$ cat config.mk
export PLATFORM = sky130hd
export DESIGN_NAME = key_matrix_midi_note_encoder_top
export DESIGN_NICKNAME = d
export VERILOG_FILES = /design/src/hw/rtl/kmme_pkg.sv /design/src/hw/rtl/key_matrix_midi_note_encoder_top.sv /design/src/hw/rtl/kmme_front.sv /design/src/hw/rtl/kmme_queue.sv /design/src/hw/rtl/kmme_back.sv
export VERILOG_INCLUDE_DIRS = /design/src /design/src/hw/rtl
export SDC_FILE = /design/constraint.sdc
export NUM_CORES = 1
export LEC_CHECK = 0
export ABC_AREA = 1
export BUFFER_PORTS_ARGS = -buffer_cell sky130_fd_sc_hd__buf_2
export CORE_MARGIN = 4
export CORE_UTILIZATION = 60
export DETAILED_ROUTE_END_ITERATION = 8
export PLACE_DENSITY = 0.79
export SKIP_LAST_GASP = 1
export SLEW_MARGIN = 20
export SYNTH_ARGS = -nofsm -noshare
export SYNTH_HDL_FRONTEND = slang
export SYNTH_SLANG_ARGS = --single-unit
$ cat constraint.sdc
create_clock -name clk -period 3.9 [get_ports clk]
set_clock_uncertainty 0.05 [all_clocks]
set_input_delay 1.17 -clock clk [delete_from_list [all_inputs] [get_ports clk]]
set_output_delay 1.17 -clock clk [all_outputs]
set_load 0.02 [all_outputs]
$ cat src/hw/rtl/key_matrix_midi_note_encoder_top_assert.svh
// Assertion macros for the key matrix MIDI encoder RTL.
// Included by kmme_back, which checks its own control logic; no other dependencies.
`ifndef KEY_MATRIX_MIDI_NOTE_ENCODER_TOP_ASSERT_SVH
`define KEY_MATRIX_MIDI_NOTE_ENCODER_TOP_ASSERT_SVH

// Same-cycle implication, checked out of reset.
`define KMME_ASSERT_NOW(label, clk, rstn, ante, cons) \
  label: assert property (@(posedge clk) disable iff (!(rstn)) (ante) |-> (cons)) \
    else $error("kmme assertion failed: same-cycle check");

// Next-cycle implication, checked out of reset.
`define KMME_ASSERT_NEXT(label, clk, rstn, ante, cons) \
  label: assert property (@(posedge clk) disable iff (!(rstn)) (ante) |=> (cons)) \
    else $error("kmme assertion failed: next-cycle check");

`endif

$ cat src/hw/rtl/kmme_pkg.sv
// Shared types, constants and helpers for the key matrix MIDI note encoder.
// No dependencies; used by every module of the block.
`timescale 1ns / 1ps

package kmme_pkg;

  localparam int ROWS      = 4;
  localparam int ROW_W     = 2;
  localparam int ROW_IDX_W = (ROWS > 1) ? $clog2(ROWS) : 1;
  localparam int COLS      = 8;
  localparam int COL_IDX_W = 3;

  localparam int OCT_W  = 3;
  localparam int VEL_W  = 7;
  localparam int BYTE_W = 8;

  localparam logic [BYTE_W-1:0] NOTE_ON_STATUS  = 8'h91;
  localparam logic [BYTE_W-1:0] NOTE_OFF_STATUS = 8'h81;
  localparam logic [BYTE_W-1:0] NOTE_BASE       = 8'd5;

  localparam logic [OCT_W-1:0] OCT_RESET = 3'd4;
  localparam logic [VEL_W-1:0] VEL_RESET = 7'd127;

  // Configuration register indexes
  localparam int CFG_IDX_W = 2;
  localparam logic [CFG_IDX_W-1:0] REG_OCTAVE_SHIFT  = 2'd0;
  localparam logic [CFG_IDX_W-1:0] REG_NOTE_VELOCITY = 2'd1;

  // Job queue between front and back
  localparam int QDEPTH  = 2;
  localparam int QPTR_W  = (QDEPTH > 1) ? $clog2(QDEPTH) : 1;
  localparam int QCNT_W  = $clog2(QDEPTH + 1);

  typedef struct packed {
    logic [ROW_W-1:0] row;
    logic [COLS-1:0]  bits;
    logic [COLS-1:0]  changed;
  } job_t;

  // Index of the lowest set bit; zero when none is set.
  function automatic logic [COL_IDX_W-1:0] lowest_set(input logic [COLS-1:0] m);
    logic [COL_IDX_W-1:0] idx;
    idx = '0;
    for (int i = COLS - 1; i >= 0; i--) begin
      if (m[i]) begin
        idx = COL_IDX_W'(i);
      end
    end
    return idx;
  endfunction

endpackage

$ cat src/hw/rtl/key_matrix_midi_note_encoder_top.sv
// Top level of the key matrix MIDI note encoder: config registers, front end,
// job queue and byte emitter. Depends on kmme_pkg, kmme_front, kmme_queue, kmme_back.
//
//   channel  | dir | handshake            | payload
//   ---------+-----+----------------------+-------------------------------------
//   in_      | in  | in_valid / in_ready  | in_row[1:0], in_column_bits[7:0]
//   out_     | out | out_valid / out_ready| out_midi_byte[7:0], out_last_byte
//   cfg_     | in  | cfg_we (no wait)     | cfg_index[1:0], cfg_wdata[6:0]
//
// Flow: a row beat is classified in the cycle it is accepted and enters the
// job queue at that edge; the emitter then loads the job and emits 3*k bytes
// for k changed keys (up to 24 bytes per row), so the first byte shows after
// the queue, the emitter load and the output register. The emitter's
// one-byte-per-cycle walk over the changed bits, while out_ready does not
// stall it, sets the rate; the two-entry job queue lets new rows be taken
// while a row is still being emitted. Reset is synchronous, active low: stored
// rows clear to zero, octave_shift to 4, note_velocity to 127.
// A stalled out_ready holds the output register; a full queue drops in_ready.
`timescale 1ns / 1ps

module key_matrix_midi_note_encoder_top (
  input  logic                          clk,
  input  logic                          rst_n,
  input  logic                          in_valid,
  output logic                          in_ready,
  input  logic [kmme_pkg::ROW_W-1:0]    in_row,
  input  logic [kmme_pkg::COLS-1:0]     in_column_bits,
  output logic                          out_valid,
  input  logic                          out_ready,
  output logic [kmme_pkg::BYTE_W-1:0]   out_midi_byte,
  output logic                          out_last_byte,
  input  logic                          cfg_we,
  input  logic [kmme_pkg::CFG_IDX_W-1:0] cfg_index,
  input  logic [kmme_pkg::VEL_W-1:0]    cfg_wdata
);

  logic [kmme_pkg::OCT_W-1:0] octave_shift_r;
  logic [kmme_pkg::VEL_W-1:0] note_velocity_r;

  logic           push_valid, push_ready;
  kmme_pkg::job_t push_job;
  logic           pop_valid, pop_ready;
  kmme_pkg::job_t pop_job;

  // Config: user writes only while the block is idle (unenforced); drops unknown indexes.
  always_ff @(posedge clk) begin
    if (!rst_n) begin
      octave_shift_r  <= kmme_pkg::OCT_RESET;
      note_velocity_r <= kmme_pkg::VEL_RESET;
    end else if (cfg_we) begin
      unique case (cfg_index)
        kmme_pkg::REG_OCTAVE_SHIFT:  octave_shift_r  <= cfg_wdata[kmme_pkg::OCT_W-1:0];
        kmme_pkg::REG_NOTE_VELOCITY: note_velocity_r <= cfg_wdata;
        default: begin
        end
      endcase
    end
  end

  // Classify rows and queue the ones that changed.
  kmme_front u_front (
    .clk            (clk),
    .rst_n          (rst_n),
    .in_valid       (in_valid),
    .in_ready       (in_ready),
    .in_row         (in_row),
    .in_column_bits (in_column_bits),
    .push_valid     (push_valid),
    .push_job       (push_job),
    .push_ready     (push_ready)
  );

  // Hold pending jobs so each side can stall on its own.
  kmme_queue u_queue (
    .clk        (clk),
    .rst_n      (rst_n),
    .push_valid (push_valid),
    .push_job   (push_job),
    .push_ready (push_ready),
    .pop_valid  (pop_valid),
    .pop_job    (pop_job),
    .pop_ready  (pop_ready)
  );

  // Emit status, note and velocity for each changed key, lowest column first.
  kmme_back u_back (
    .clk           (clk),
    .rst_n         (rst_n),
    .octave_shift  (octave_shift_r),
    .note_velocity (note_velocity_r),
    .pop_valid     (pop_valid),
    .pop_job       (pop_job),
    .pop_ready     (pop_ready),
    .out_valid     (out_valid),
    .out_ready     (out_ready),
    .out_midi_byte (out_midi_byte),
    .out_last_byte (out_last_byte)
  );

endmodule

$ cat src/hw/rtl/kmme_front.sv
// Front end: accepts scanned rows, compares them with the stored row bits and
// queues a job for every row that changed. Depends on kmme_pkg.
`timescale 1ns / 1ps

module kmme_front (
  input  logic                         clk,
  input  logic                         rst_n,
  input  logic                         in_valid,
  output logic                         in_ready,
  input  logic [kmme_pkg::ROW_W-1:0]   in_row,
  input  logic [kmme_pkg::COLS-1:0]    in_column_bits,
  output logic                         push_valid,
  output kmme_pkg::job_t               push_job,
  input  logic                         push_ready
);

  logic [kmme_pkg::COLS-1:0]      prev_bits_r [kmme_pkg::ROWS];
  logic [kmme_pkg::ROW_IDX_W-1:0] row_idx;
  logic                           row_ok;
  logic                           accept;
  logic [kmme_pkg::COLS-1:0]      prev_sel;
  logic [kmme_pkg::COLS-1:0]      changed;

  assign in_ready = push_ready;
  assign accept   = in_valid && in_ready;
  assign row_idx  = kmme_pkg::ROW_IDX_W'(in_row);
  assign row_ok   = ({1'b0, in_row} < 3'(kmme_pkg::ROWS));
  assign prev_sel = row_ok ? prev_bits_r[row_idx] : '0;
  assign changed  = in_column_bits ^ prev_sel;

  assign push_valid       = accept && row_ok && (changed != '0);
  assign push_job.row     = in_row;
  assign push_job.bits    = in_column_bits;
  assign push_job.changed = changed;

  always_ff @(posedge clk) begin
    if (!rst_n) begin
      for (int r = 0; r < kmme_pkg::ROWS; r++) begin
        prev_bits_r[r] <= '0;
      end
    end else if (accept && row_ok) begin
      prev_bits_r[row_idx] <= in_column_bits;
    end
  end

endmodule

$ cat src/hw/rtl/kmme_queue.sv
// Short job queue that decouples the front end from the byte emitter.
// Depends on kmme_pkg for the job type and depth.
`timescale 1ns / 1ps

module kmme_queue (
  input  logic           clk,
  input  logic           rst_n,
  input  logic           push_valid,
  input  kmme_pkg::job_t push_job,
  output logic           push_ready,
  output logic           pop_valid,
  output kmme_pkg::job_t pop_job,
  input  logic           pop_ready
);

  kmme_pkg::job_t                 slot_r [kmme_pkg::QDEPTH];
  logic [kmme_pkg::QPTR_W-1:0]    wr_ptr_r, wr_ptr_nxt;
  logic [kmme_pkg::QPTR_W-1:0]    rd_ptr_r, rd_ptr_nxt;
  logic [kmme_pkg::QCNT_W-1:0]    count_r, count_nxt;
  logic                           do_push, do_pop;

  assign push_ready = (count_r != kmme_pkg::QCNT_W'(kmme_pkg::QDEPTH));
  assign pop_valid  = (count_r != '0);
  assign pop_job    = slot_r[rd_ptr_r];
  assign do_push    = push_valid && push_ready;
  assign do_pop     = pop_valid && pop_ready;

  function automatic logic [kmme_pkg::QPTR_W-1:0] bump(input logic [kmme_pkg::QPTR_W-1:0] p);
    logic [kmme_pkg::QPTR_W-1:0] q;
    q = (p == kmme_pkg::QPTR_W'(kmme_pkg::QDEPTH - 1)) ? '0 : p + 1'b1;
    return q;
  endfunction

  always_comb begin
    wr_ptr_nxt = do_push ? bump(wr_ptr_r) : wr_ptr_r;
    rd_ptr_nxt = do_pop ? bump(rd_ptr_r) : rd_ptr_r;
    count_nxt  = count_r;
    if (do_push && !do_pop) begin
      count_nxt = count_r + 1'b1;
    end else if (do_pop && !do_push) begin
      count_nxt = count_r - 1'b1;
    end
  end

  always_ff @(posedge clk) begin
    if (!rst_n) begin
      wr_ptr_r <= '0;
      rd_ptr_r <= '0;
      count_r  <= '0;
    end else begin
      wr_ptr_r <= wr_ptr_nxt;
      rd_ptr_r <= rd_ptr_nxt;
      count_r  <= count_nxt;
    end
  end

  always_ff @(posedge clk) begin
    if (do_push) begin
      slot_r[wr_ptr_r] <= push_job;
    end
  end

endmodule

$ cat src/hw/rtl/kmme_back.sv
// Back end: walks the changed bits of one job, lowest first, and emits three
// MIDI bytes per changed key through an output register. Depends on kmme_pkg.
`timescale 1ns / 1ps
`include "key_matrix_midi_note_encoder_top_assert.svh"

module kmme_back (
  input  logic                         clk,
  input  logic                         rst_n,
  input  logic [kmme_pkg::OCT_W-1:0]   octave_shift,
  input  logic [kmme_pkg::VEL_W-1:0]   note_velocity,
  input  logic                         pop_valid,
  input  kmme_pkg::job_t               pop_job,
  output logic                         pop_ready,
  output logic                         out_valid,
  input  logic                         out_ready,
  output logic [kmme_pkg::BYTE_W-1:0]  out_midi_byte,
  output logic                         out_last_byte
);

  localparam logic [1:0] PH_STATUS = 2'd0;
  localparam logic [1:0] PH_NOTE   = 2'd1;
  localparam logic [1:0] PH_VEL    = 2'd2;

  logic                          busy_r, busy_nxt;
  logic [1:0]                    phase_r, phase_nxt;
  logic [kmme_pkg::COLS-1:0]     mask_r, mask_nxt;
  logic [kmme_pkg::COLS-1:0]     bits_r;
  logic [kmme_pkg::ROW_W-1:0]    row_r;
  logic                          out_valid_r, out_valid_nxt;
  logic [kmme_pkg::BYTE_W-1:0]   out_byte_r, out_byte_nxt;
  logic                          out_last_r, out_last_nxt;

  logic                          can_emit;
  logic                          last_emit;
  logic [kmme_pkg::COL_IDX_W-1:0] bit_idx;
  logic [kmme_pkg::COLS-1:0]     bit_sel;
  logic [kmme_pkg::COLS-1:0]     mask_rest;
  logic [kmme_pkg::BYTE_W-1:0]   note;

  assign pop_ready     = !busy_r;
  assign out_valid     = out_valid_r;
  assign out_midi_byte = out_byte_r;
  assign out_last_byte = out_last_r;

  assign can_emit  = busy_r && (!out_valid_r || out_ready);
  assign bit_idx   = kmme_pkg::lowest_set(mask_r);
  assign bit_sel   = kmme_pkg::COLS'(1) << bit_idx;
  assign mask_rest = mask_r & ~bit_sel;
  assign last_emit = can_emit && (phase_r == PH_VEL) && (mask_rest == '0);
  // note = 5 + 12*octave + 8*row + column
  assign note = kmme_pkg::NOTE_BASE
              + {2'b00, octave_shift, 3'b000}
              + {3'b000, octave_shift, 2'b00}
              + {3'b000, row_r, bit_idx};

  always_comb begin
    busy_nxt      = busy_r;
    phase_nxt     = phase_r;
    mask_nxt      = mask_r;
    out_valid_nxt = out_valid_r;
    out_byte_nxt  = out_byte_r;
    out_last_nxt  = out_last_r;

    if (out_valid_r && out_ready) begin
      out_valid_nxt = 1'b0;
    end

    if (!busy_r) begin
      if (pop_valid) begin
        busy_nxt  = 1'b1;
        phase_nxt = PH_STATUS;
        mask_nxt  = pop_job.changed;
      end
    end else if (can_emit) begin
      out_valid_nxt = 1'b1;
      out_last_nxt  = 1'b0;
      unique case (phase_r)
        PH_STATUS: begin
          out_byte_nxt = bits_r[bit_idx] ? kmme_pkg::NOTE_ON_STATUS
                                         : kmme_pkg::NOTE_OFF_STATUS;
          phase_nxt    = PH_NOTE;
        end
        PH_NOTE: begin
          out_byte_nxt = note;
          phase_nxt    = PH_VEL;
        end
        PH_VEL: begin
          out_byte_nxt = {1'b0, note_velocity};
          out_last_nxt = (mask_rest == '0);
          mask_nxt     = mask_rest;
          phase_nxt    = PH_STATUS;
          busy_nxt     = (mask_rest != '0);
        end
        default: begin
          phase_nxt = PH_STATUS;
        end
      endcase
    end
  end

  always_ff @(posedge clk) begin
    if (!rst_n) begin
      busy_r      <= 1'b0;
      phase_r     <= PH_STATUS;
      mask_r      <= '0;
      out_valid_r <= 1'b0;
    end else begin
      busy_r      <= busy_nxt;
      phase_r     <= phase_nxt;
      mask_r      <= mask_nxt;
      out_valid_r <= out_valid_nxt;
    end
  end

  always_ff @(posedge clk) begin
    out_byte_r <= out_byte_nxt;
    out_last_r <= out_last_nxt;
    if (!busy_r && pop_valid) begin
      bits_r <= pop_job.bits;
      row_r  <= pop_job.row;
    end
  end

  `KMME_ASSERT_NOW(a_idle_at_status, clk, rst_n, !busy_r, phase_r == PH_STATUS)
  `KMME_ASSERT_NOW(a_busy_has_work, clk, rst_n, busy_r, mask_r != '0)
  `KMME_ASSERT_NEXT(a_last_frees, clk, rst_n, last_emit, !busy_r && out_valid_r && out_last_r)

endmodule

==> summary.md <==
| Metric | Value |
|---|---|
| Status | `complete, no violations` |
| Die Wd | `101.1 microns` |
| IO Port Bufs | `34` |
| Net count after synthesis | `582` |
| Layout cells sized above 1 | `0.1390` |
| Switching component of the power | `1.597 mW` |
| Highest cell delay on the worst timing path | `310 ps` |
| Cell with the most instances after synthesis | `nand2_1` |
| Final-layout setup total negative slack | `0 ps` |
| GR Overflow Total | `0` |
| Transition time at the pin with the least slew margin | `907.8 ps` |
| Pre-antenna DRT Iters | `7` |
| DRT iter0 DRCs | `205` |
| Power per cell area | `754.3 mW/mm^2` |
| Yosys synthesis warning count | `0` |
| Internal power | `2.939 mW` |
| Max-cap viol count | `0` |
| Yosys top cell by area | `edfxtp_1` |
| Leakage | `2.603 nW` |
| Setup repair bufs after CTS | `0` |
| Share of synthesized area occupied by flip-flops and latches | `0.6069` |
| Post-layout minimum cycle time | `3026 ps` |
| Die area | `0.01021 sq mm` |
| Post-Route Utilization | `0.7247` |
| Global-route usage over all layers | `0.2345` |
| Path type of the worst min-delay path | `register to register` |
| RSZ-0062 raised after global routing | `false` |
| Period utilization | `0.7759` |
| Clock Path Buffers | `2` |
| Final Hold Fails | `0` |
| Insertion delay to the later sink of the worst-skew pair | `520 ps` |
| Yosys reg bits | `114` |
| FF-to-FF path depth | `17` |
| Slowest cell on the critical path | `buf_2` |
| Inserted Clock Buffers | `17` |
| Number of antenna cells inserted | `0` |
| Post-layout net count | `625` |
| Post-Syn Instances | `541` |
| Combined area of all synthesized cells | `0.005195 sq mm` |
| Global placement routability congestion | `0.8833` |
| Signed area change from the synthesized netlist to the final layout | `15.78%` |
| Initial cell density of the core | `0.6260` |
| Worst EP required | `4250 ps` |
| Pre-CTS setup slack | `488.1 ps` |
| Worst Hold Depth | `1` |
| Share of the synthesized area in the top cell type | `0.5029` |
| Element type at the critical path end | `register` |
| Clk sink count | `114` |
| Global-route wire length before repair | `17840 microns` |
| Net Sw Frac | `0.3521` |
| Fin area | `0.006015 sq mm` |
| Worst path cell trace | `buf_2 > inv_4 > nand2_1 > nand3_1 > nand2_1 > xor2_1 > nand2_1 > nor2_2 > nand2_2 > nand2_1 > inv_1 > ha_1 > a21oi_1 > o21ai_0 > o21ai_0 > a21oi_1` |
| Final-report max-slew violation count | `0` |
| Kind of start point of the critical path | `input port` |
| Worst flop-to-flop path startpoint | `u_back.mask_r[6]` |
| Clk network pwr share | `0.326` |
| Standard cell core area | `0.008299 sq mm` |
| Number of cells upsized or downsized after cts | `0` |
| Clock tree from TritonCTS | `yes` |
| Launching instance or port of the critical path | `in_row[0]` |
| Arr. time, crit path | `3380 ps` |
| Largest net degree at the start of global routing | `22` |
| Synth unique cells | `32` |
| Instance area after placement | `0.005445 sq mm` |
| Avg Synthesized Cell Area | `9.603 sq um` |
| Antenna violations before repair | `0` |
| Max VDD drop | `418.9 uV` |
| Max Clock Freq | `0.3304 GHz` |
| Via/cell ratio | `5.429` |
| Number of core rows | `33` |
| H-tree depth reported by CTS | `4` |
| Largest cells by area after synthesis | `edfxtp_1, nand2_1, dfxtp_1, nand3_1, inv_1` |
| Number of routed nets with antenna violations | `0` |
| CTS clock-pin slew for the worst setup and hold paths | `60 ps` |
| Leading cell types by count after synthesis | `nand2_1, edfxtp_1, inv_1` |
| Number of global-route vias before repair | `3788` |
| WS Path Type | `input port to register` |
| Half-perimeter wire length of the detailed placement result | `7647 microns` |
| Ports placed on the boundary | `35` |
| Post-detailed-routing wire length | `11160 microns` |
| Die boundary height | `101.1 microns` |
| Sequential power share | `0.385` |
| Remaining max-slew budget at the tightest pin | `0.3908` |
| Dominant cell type by count on the critical path | `nand2_1` |
| DR DRC count | `0` |
| Min-delay src | `u_queue.rd_ptr_r` |
| Vias after detailed routing | `3811` |
| Combinational share of power | `0.288` |
| Share of synthesized registers carrying an async set or reset | `0` |
| Number of enable flip-flop cells after synthesis | `87` |
| Post-CTS Hold Buffers | `0` |
| Setup Viol. Count Final | `0` |
| Worst-path fanout max | `21` |
| Post-synth top flop | `edfxtp_1` |
| Clock root buffer | `clkbuf_8` |
| Avg WL per Cell | `15.90 microns` |
| Final worst setup slack | `873.8 ps` |
## layout make-up
cell class	count	area (sq um)
Fill cell	584	2285
Clock buffer	17	414.1
Timing Repair Buffer	39	207.7
Tap cell	105	131.4
Sequential cell	114	3153
Clock inverter	15	155.1
Inverter	62	235.2
Multi-Input combinational cell	350	1718
## sequential cells by signal, summed over array words and instances, names as in the netlist, named ones only
name	flops
u_back.out_valid	1
u_back.out_last_byte	1
u_queue.count_r	2
u_queue.wr_ptr_r	1
u_queue.slot_r	36
u_back.bits_r	8
u_back.mask_r	8
octave_shift_r	3
u_back.out_midi_byte	8
u_queue.rd_ptr_r	1
note_velocity_r	7
u_back.row_r	2
u_back.phase_r	2
u_back.busy_r	1
u_front.prev_bits_r	32
## cells in the final DEF (no fill, tap or decap)
cell type / n
a311oi_1: 1
inv_2: 2
dfxtp_1: 27
ha_1: 15
clkinv_2: 1
buf_2: 34
o211ai_1: 1
nor2_2: 3
a31oi_1: 5
a21oi_1: 29
clkbuf_16: 16
a21o_1: 1
nand2_2: 4
buf_4: 5
o21ai_0: 15
clkinvlp_4: 4
clkbuf_8: 1
bufinv_16: 2
xor2_1: 7
clkinv_1: 4
nand4_1: 1
nand2_1: 164
nand3_2: 3
nor2_1: 47
inv_1: 57
o31ai_1: 1
inv_6: 6
o21ai_1: 2
a211oi_1: 1
nand3_1: 43
nand3b_1: 2
nor3_1: 2
edfxtp_1: 87
inv_4: 1
fa_1: 2
xor2_2: 1
## power groups by stage
stage	Clock, mW	Sequential, mW	Combinational, mW
floorplan	0	1.74	0.960
global placement	0	1.75	1.23
detailed placement	0	1.77	1.27
CTS	1.49	1.75	1.30
global route	1.55	1.77	1.48
finish	1.48	1.75	1.31
## metrics by stage
| stage | total power, mW | instances | hold WS (ps) |
|---|---|---|---|
| 2_1_floorplan | 2.702 | 541 | 375.5 |
| 3_3_place_gp | 2.984 | 670 | 381.1 |
| 3_5_place_dp | 3.033 | 670 | 392.4 |
| 4_1_cts | 4.543 | 702 | 418.8 |
| 5_1_grt | 4.799 | 702 | 449.7 |
| 6_report | 4.537 | 702 | 415.0 |
## layer usage
metal | GRT usage | wire length (microns) | vias up
met5 | 0 | 0 | -
met4 | 0.1207 | 293 | 0
met3 | 0.05882 | 756 | 31
met2 | 0.4406 | 6288 | 149
met1 | 0.2349 | 3822 | 1756
li1 | - | - | 1875
## path summary, 6_finish.rpt
path                        endpoint  slack [ps]
min reg2reg                 register         420
min                         register         420
max reg2reg  u_back.out_midi_byte[5]        1320
max               u_queue.count_r[1]         870
## logic make-up after synthesis
group,after synthesis,synth area share
AO/OA/AOI/OAI,56,0.05781
AND/OR/NAND/NOR,269,0.2141
adder cells (fa/ha/maj),17,0.04383
XOR/XNOR,8,0.01493
buffers and inverters,77,0.06238
flip-flops,114,0.6069
## worst max-delay path: cells and delay by family
family          cells  cell delay (ps)
compound gates      4              510
xor+xnor            1              230
fa+ha+maj           1              300
buf+inv             3              520
simple gates        7              660
No activity file was read; power rests on OpenSTA's default activity.
